<file path="config.mk">
export PLATFORM = sky130hd
export DESIGN_NAME = cht_cell
export DESIGN_NICKNAME = d
export VERILOG_FILES = /design/src/rtl/core/cht_pkg.sv /design/src/rtl/core/cht_cell.sv
export SDC_FILE = /design/constraint.sdc
export NUM_CORES = 1
export LEC_CHECK = 0
export BUFFER_PORTS_ARGS = -buffer_cell sky130_fd_sc_hd__buf_2
export CAP_MARGIN = 20
export CELL_PAD_IN_SITES_DETAIL_PLACEMENT = 0
export CELL_PAD_IN_SITES_GLOBAL_PLACEMENT = 1
export CORE_ASPECT_RATIO = 0.8
export CORE_MARGIN = 2
export CORE_UTILIZATION = 36
export DETAILED_ROUTE_END_ITERATION = 16
export GPL_TIMING_DRIVEN = 0
export PLACE_DENSITY = 0.79
export SYNTH_ARGS = -nofsm -noshare
export SYNTH_HDL_FRONTEND = slang
export SYNTH_SLANG_ARGS = --single-unit
</file>
<file path="constraint.sdc">
create_clock -name clk_i -period 3 [get_ports clk_i]
set_input_delay 0.75 -clock clk_i [delete_from_list [all_inputs] [get_ports clk_i]]
set_output_delay 0.75 -clock clk_i [all_outputs]
set_load 0.02 [all_outputs]
</file>
<file path="src/rtl/core/cht_pkg.sv">
// Shared constants and types of the colour histogram table.
package cht_pkg;

  localparam int unsigned TABLE_DEPTH = 64;
  localparam int unsigned COUNT_WIDTH = 32;
  localparam int unsigned COLOUR_W    = 32;
  localparam int unsigned IDX_W       = (TABLE_DEPTH > 1) ? $clog2(TABLE_DEPTH) : 1;
  localparam int unsigned USED_W      = $clog2(TABLE_DEPTH + 1);

  // Control broadcast to every cell of the table.
  typedef struct packed {
    logic cap_match;
    logic inc;
    logic shift;
  } cht_cell_ctl_t;

endpackage

</file>
<file path="src/rtl/core/cht_cell.sv">
// One table cell: a stored colour, its count and the compare against the lookup key.
module cht_cell
  import cht_pkg::*;
(
  input  logic                   clk_i,
  input  logic                   rst_ni,
  input  cht_cell_ctl_t          ctl_i,
  input  logic                   load_i,
  input  logic                   occupied_i,
  input  logic [COLOUR_W-1:0]    key_i,
  input  logic [COLOUR_W-1:0]    nb_colour_i,
  input  logic [COUNT_WIDTH-1:0] nb_count_i,
  output logic [COLOUR_W-1:0]    colour_o,
  output logic [COUNT_WIDTH-1:0] count_o,
  output logic                   match_o
);

  logic [COLOUR_W-1:0]    colour_q, colour_d;
  logic [COUNT_WIDTH-1:0] count_q, count_d;
  logic                   match_q, match_d;

  always_comb begin
    match_d = match_q;
    if (ctl_i.cap_match) begin
      match_d = occupied_i && (colour_q == key_i);
    end
  end

  always_comb begin
    colour_d = colour_q;
    count_d  = count_q;
    if (ctl_i.shift) begin
      colour_d = nb_colour_i;
      count_d  = nb_count_i;
    end else if (load_i) begin
      colour_d = key_i;
      count_d  = COUNT_WIDTH'(1);
    end else if (ctl_i.inc && match_q && (count_q != {COUNT_WIDTH{1'b1}})) begin
      count_d = count_q + COUNT_WIDTH'(1);
    end
  end

  always_ff @(posedge clk_i or negedge rst_ni) begin
    if (!rst_ni) begin
      match_q <= 1'b0;
    end else begin
      match_q <= match_d;
    end
  end

  always_ff @(posedge clk_i) begin
    colour_q <= colour_d;
    count_q  <= count_d;
  end

  assign colour_o = colour_q;
  assign count_o  = count_q;
  assign match_o  = match_q;

endmodule

</file>
==> summary.md <==
| Metric | Value |
|---|---|
| Status | `complete, no violations` |
| Vias per std cell | `roughly 5` |
| Yosys warnings | `0` |
| Clk root buf | `clkbuf_16` |
| Crit path max fanout | `32` |
| First-pass GRT wire length | `16.0 mm` |
| Row Count | `33` |
| Synth cell types | `40` |
| Max Cap Viol | `0` |
| Setup crit start | `count_o[0]` |
| Drt wl/cell | `around 16 microns` |
| Leak | `between 2 and 2.5 nW` |
| Grt ovf | `0` |
| CP Capture Type | `flip-flop` |
| Critical Path AT | `2.61 ns` |
| Post-route ant nets | `0` |
| # diodes | `0` |
| Io pins | `~170` |
| Number of antenna violations at the first check in global routing | `0` |
| Setup TNS | `0 ns` |
| Die Area | `approximately 0.011 sq mm` |
| Post-Route WL | `between 10 and 15 mm` |
| Req. time, crit path | `approximately 3.0 ns` |
| CTS clock-pin slew for the worst setup and hold paths | `~0.05 ns` |
| Area leader, netlist | `edfxtp_1` |
| Post-Syn Instances | `between 300 and 400` |
| Critical R2R Launch | `count_o[0]` |
| Worst clock skew | `about 0.0043 ns` |
| Max-slew headroom | `around two fifths` |
| Post-Syn Nets | `~420` |
| Worst slew pin tran | `0.928 ns` |
| Final net count | `a little under 600` |
| Layout cells sized above 1 | `46.6%` |
| PwrDens | `524 mW/mm^2` |
| CTS tree | `done` |
| Final setup fails | `0` |
| Synth Register Bits | `65` |
| Largest net degree at the start of global routing | `33` |
| Die W | `between 100 and 150 microns` |
| Area added between synthesis and finish | `34.4%` |
| DRT Pass-1 Iters | `4` |
| Kind of critical path | `flip-flop to flip-flop` |
| Clk sinks | `65` |
| H-tree levels | `3` |
| Synth Cell Area | `approximately 0.0037 sq mm` |
| Fin crit share | `roughly nine tenths` |
| Clk buf depth | `2` |
| Number of port buffers | `between 150 and 200` |
| Min Tclk post-route | `2.66 ns` |
| RSZ-0062 raised after global routing | `false` |
| Synth Area per Inst | `11.8 sq um` |
| Setup ws final | `0.345 ns` |
| DIE HEIGHT | `94.9 microns` |
| Largest cells by area after synthesis | `edfxtp_1 (52%), mux2_2 (9.7%), xnor2_1 (8.3%)` |
| Final Hold Fails | `0` |
| Placed inst area | `roughly 0.0047 sq mm` |
| Design area | `approximately 0.005 sq mm` |
| Number of fill cells | `about 1,000` |
| Core area | `approximately 0.010 sq mm` |
| Sequential cell area fraction in the yosys report | `52.4%` |
| DP HPWL | `7.83 mm` |
| Initial Utilization | `36.6%` |
| Number of global-route vias before repair | `3,078` |
| GRT Total Usage | `between 10% and 20%` |
| Yosys top cell area share | `around 52%` |
| Residual DRC | `0` |
| 1st-iter DRT viols | `around 160` |
| Startpoint types | `flip-flop` |
| Peak supply drop | `~0.27 mV` |
| Clock Latency Late Sink | `between 0.3 and 0.4 ns` |
| Hold Buf Count CTS | `0` |
| Hold Path Class | `input pin to asynchronous set/reset pin` |
| Max Freq | `~0.38 GHz` |
| Inserted Clock Buffers | `9` |
| DP Worst Slack | `roughly 0.29 ns` |
| GPL Wtd Cong | `~0.8` |
| Vias | `approximately 3,100` |
| Post-CTS Resized | `0` |
| Final-report max-slew violation count | `0` |
| Post-CTS Setup Inserts | `0` |
==> cell usage in the layout (no fill, tap or decap), types with 2 or more instances in the layout <==
master and instances:
mux2_2 32, nor2_1 5, nor3_1 7, nand2_1 37, clkbuf_16 9, clkbuf_1 11, nor3_2 5, edfxtp_1 64
nand4_2 3, o21ai_0 20, and3_1 4, nand4_1 8, nand3_1 12, buf_2 168, inv_1 8, o21ai_1 8
xor2_1 26, and4_2 3, clkinv_1 2, nor4_1 6, xnor2_1 35
==> through the flow <==
stage	power, W	cells	util (%)	hold slack [ns]
floorplan	0.00151	314	-	0.454
global placement	0.00172	621	46.5	0.526
detailed placement	0.00173	622	46.7	0.527
CTS	0.00264	636	49.1	0.176
global route	0.00273	636	49.1	0.178
finish	0.00261	636	49.1	0.187
==> final timing paths <==
check                              end  slack (ns)  depth (start not counted)
setup / recovery           count_o[27]        0.34                          6
hold / removal                 match_o        0.19                          1
setup reg to reg           count_o[27]        0.34                          6
hold reg to reg                match_o        0.57                          2
max in group asynchronous      match_o        2.73                          1
min in group clk_i             match_o        0.57                          2
==> kinds of logic after synthesis <==
group           after synthesis  synth area share [%]
simple gates                 99                  15.4
flops                        65                  52.4
fa+ha+maj                     1                 0.337
compound gates               34                  4.95
xor+xnor                     61                  14.4
buf+inv                      22                  2.86
mux                          32                  9.70
==> critical path, stage by stage, from the launching register on <==
cell and delay (ns):
edfxtp_1 0.46, ha_1 0.27, and2_1 0.20, nand4_2 0.30, nor2_2 0.12, nand4_1 0.12
a31o_2 0.77
==> synth_stat cells, drive strengths merged <==
cell type	instances
inv	8
xor2	26
dlygate4sd1	1
clkdlybuf4s15	1
mux2	32
and3	5
nor4	8
nor2b	1
a22o	1
a21oi	1
o22ai	1
nand3	12
o21ai	28
a31o	1
o31ai	1
or4	3
nor3	12
xnor2	35
clkbuf	10
and4	3
and2	1
buf	2
nor2	6
edfxtp	64
dfrtp	1
ha	1
nand4	11
o211ai	1
nand2	37
==> cell type report <==
cell class	count	area (sq um)	share of cell area, %
Buffer	14	77.6	1.55
Clock buffer	12	236	4.74
Clock inverter	2	7.51	0.150
Inverter	8	30.0	0.602
Multi-Input combinational cell	227	1660	33.3
Sequential cell	65	1950	39.0
Tap cell	140	175	3.51
Timing Repair Buffer	168	856	17.1
==> flip-flops by register name, summed over array words and instances, names as in the netlist <==
| name | count |
|---|---|
| colour_o | 32 |
| count_o | 32 |
| match_o | 1 |
==> power breakdown <==
group | switching, W | leakage [nW] | internal [W]
Clock | 0.000355 | 0.118 | 0.000544
Combinational | 0.000292 | 1.27 | 0.000222
Sequential | 0.0000873 | 0.681 | 0.00111
==> metal layers <==
metal	wire length, microns	track usage (%)	vias up	part of all wire (%)
met5	0	0	-	0
met4	177	6.43	0	1.7
met3	503	5.13	14	4.9
met2	4860	31.1	88	47
met1	4800	23.7	1491	46
li1	-	-	1502	-
Note: power is estimated with default switching activity, not from simulation.
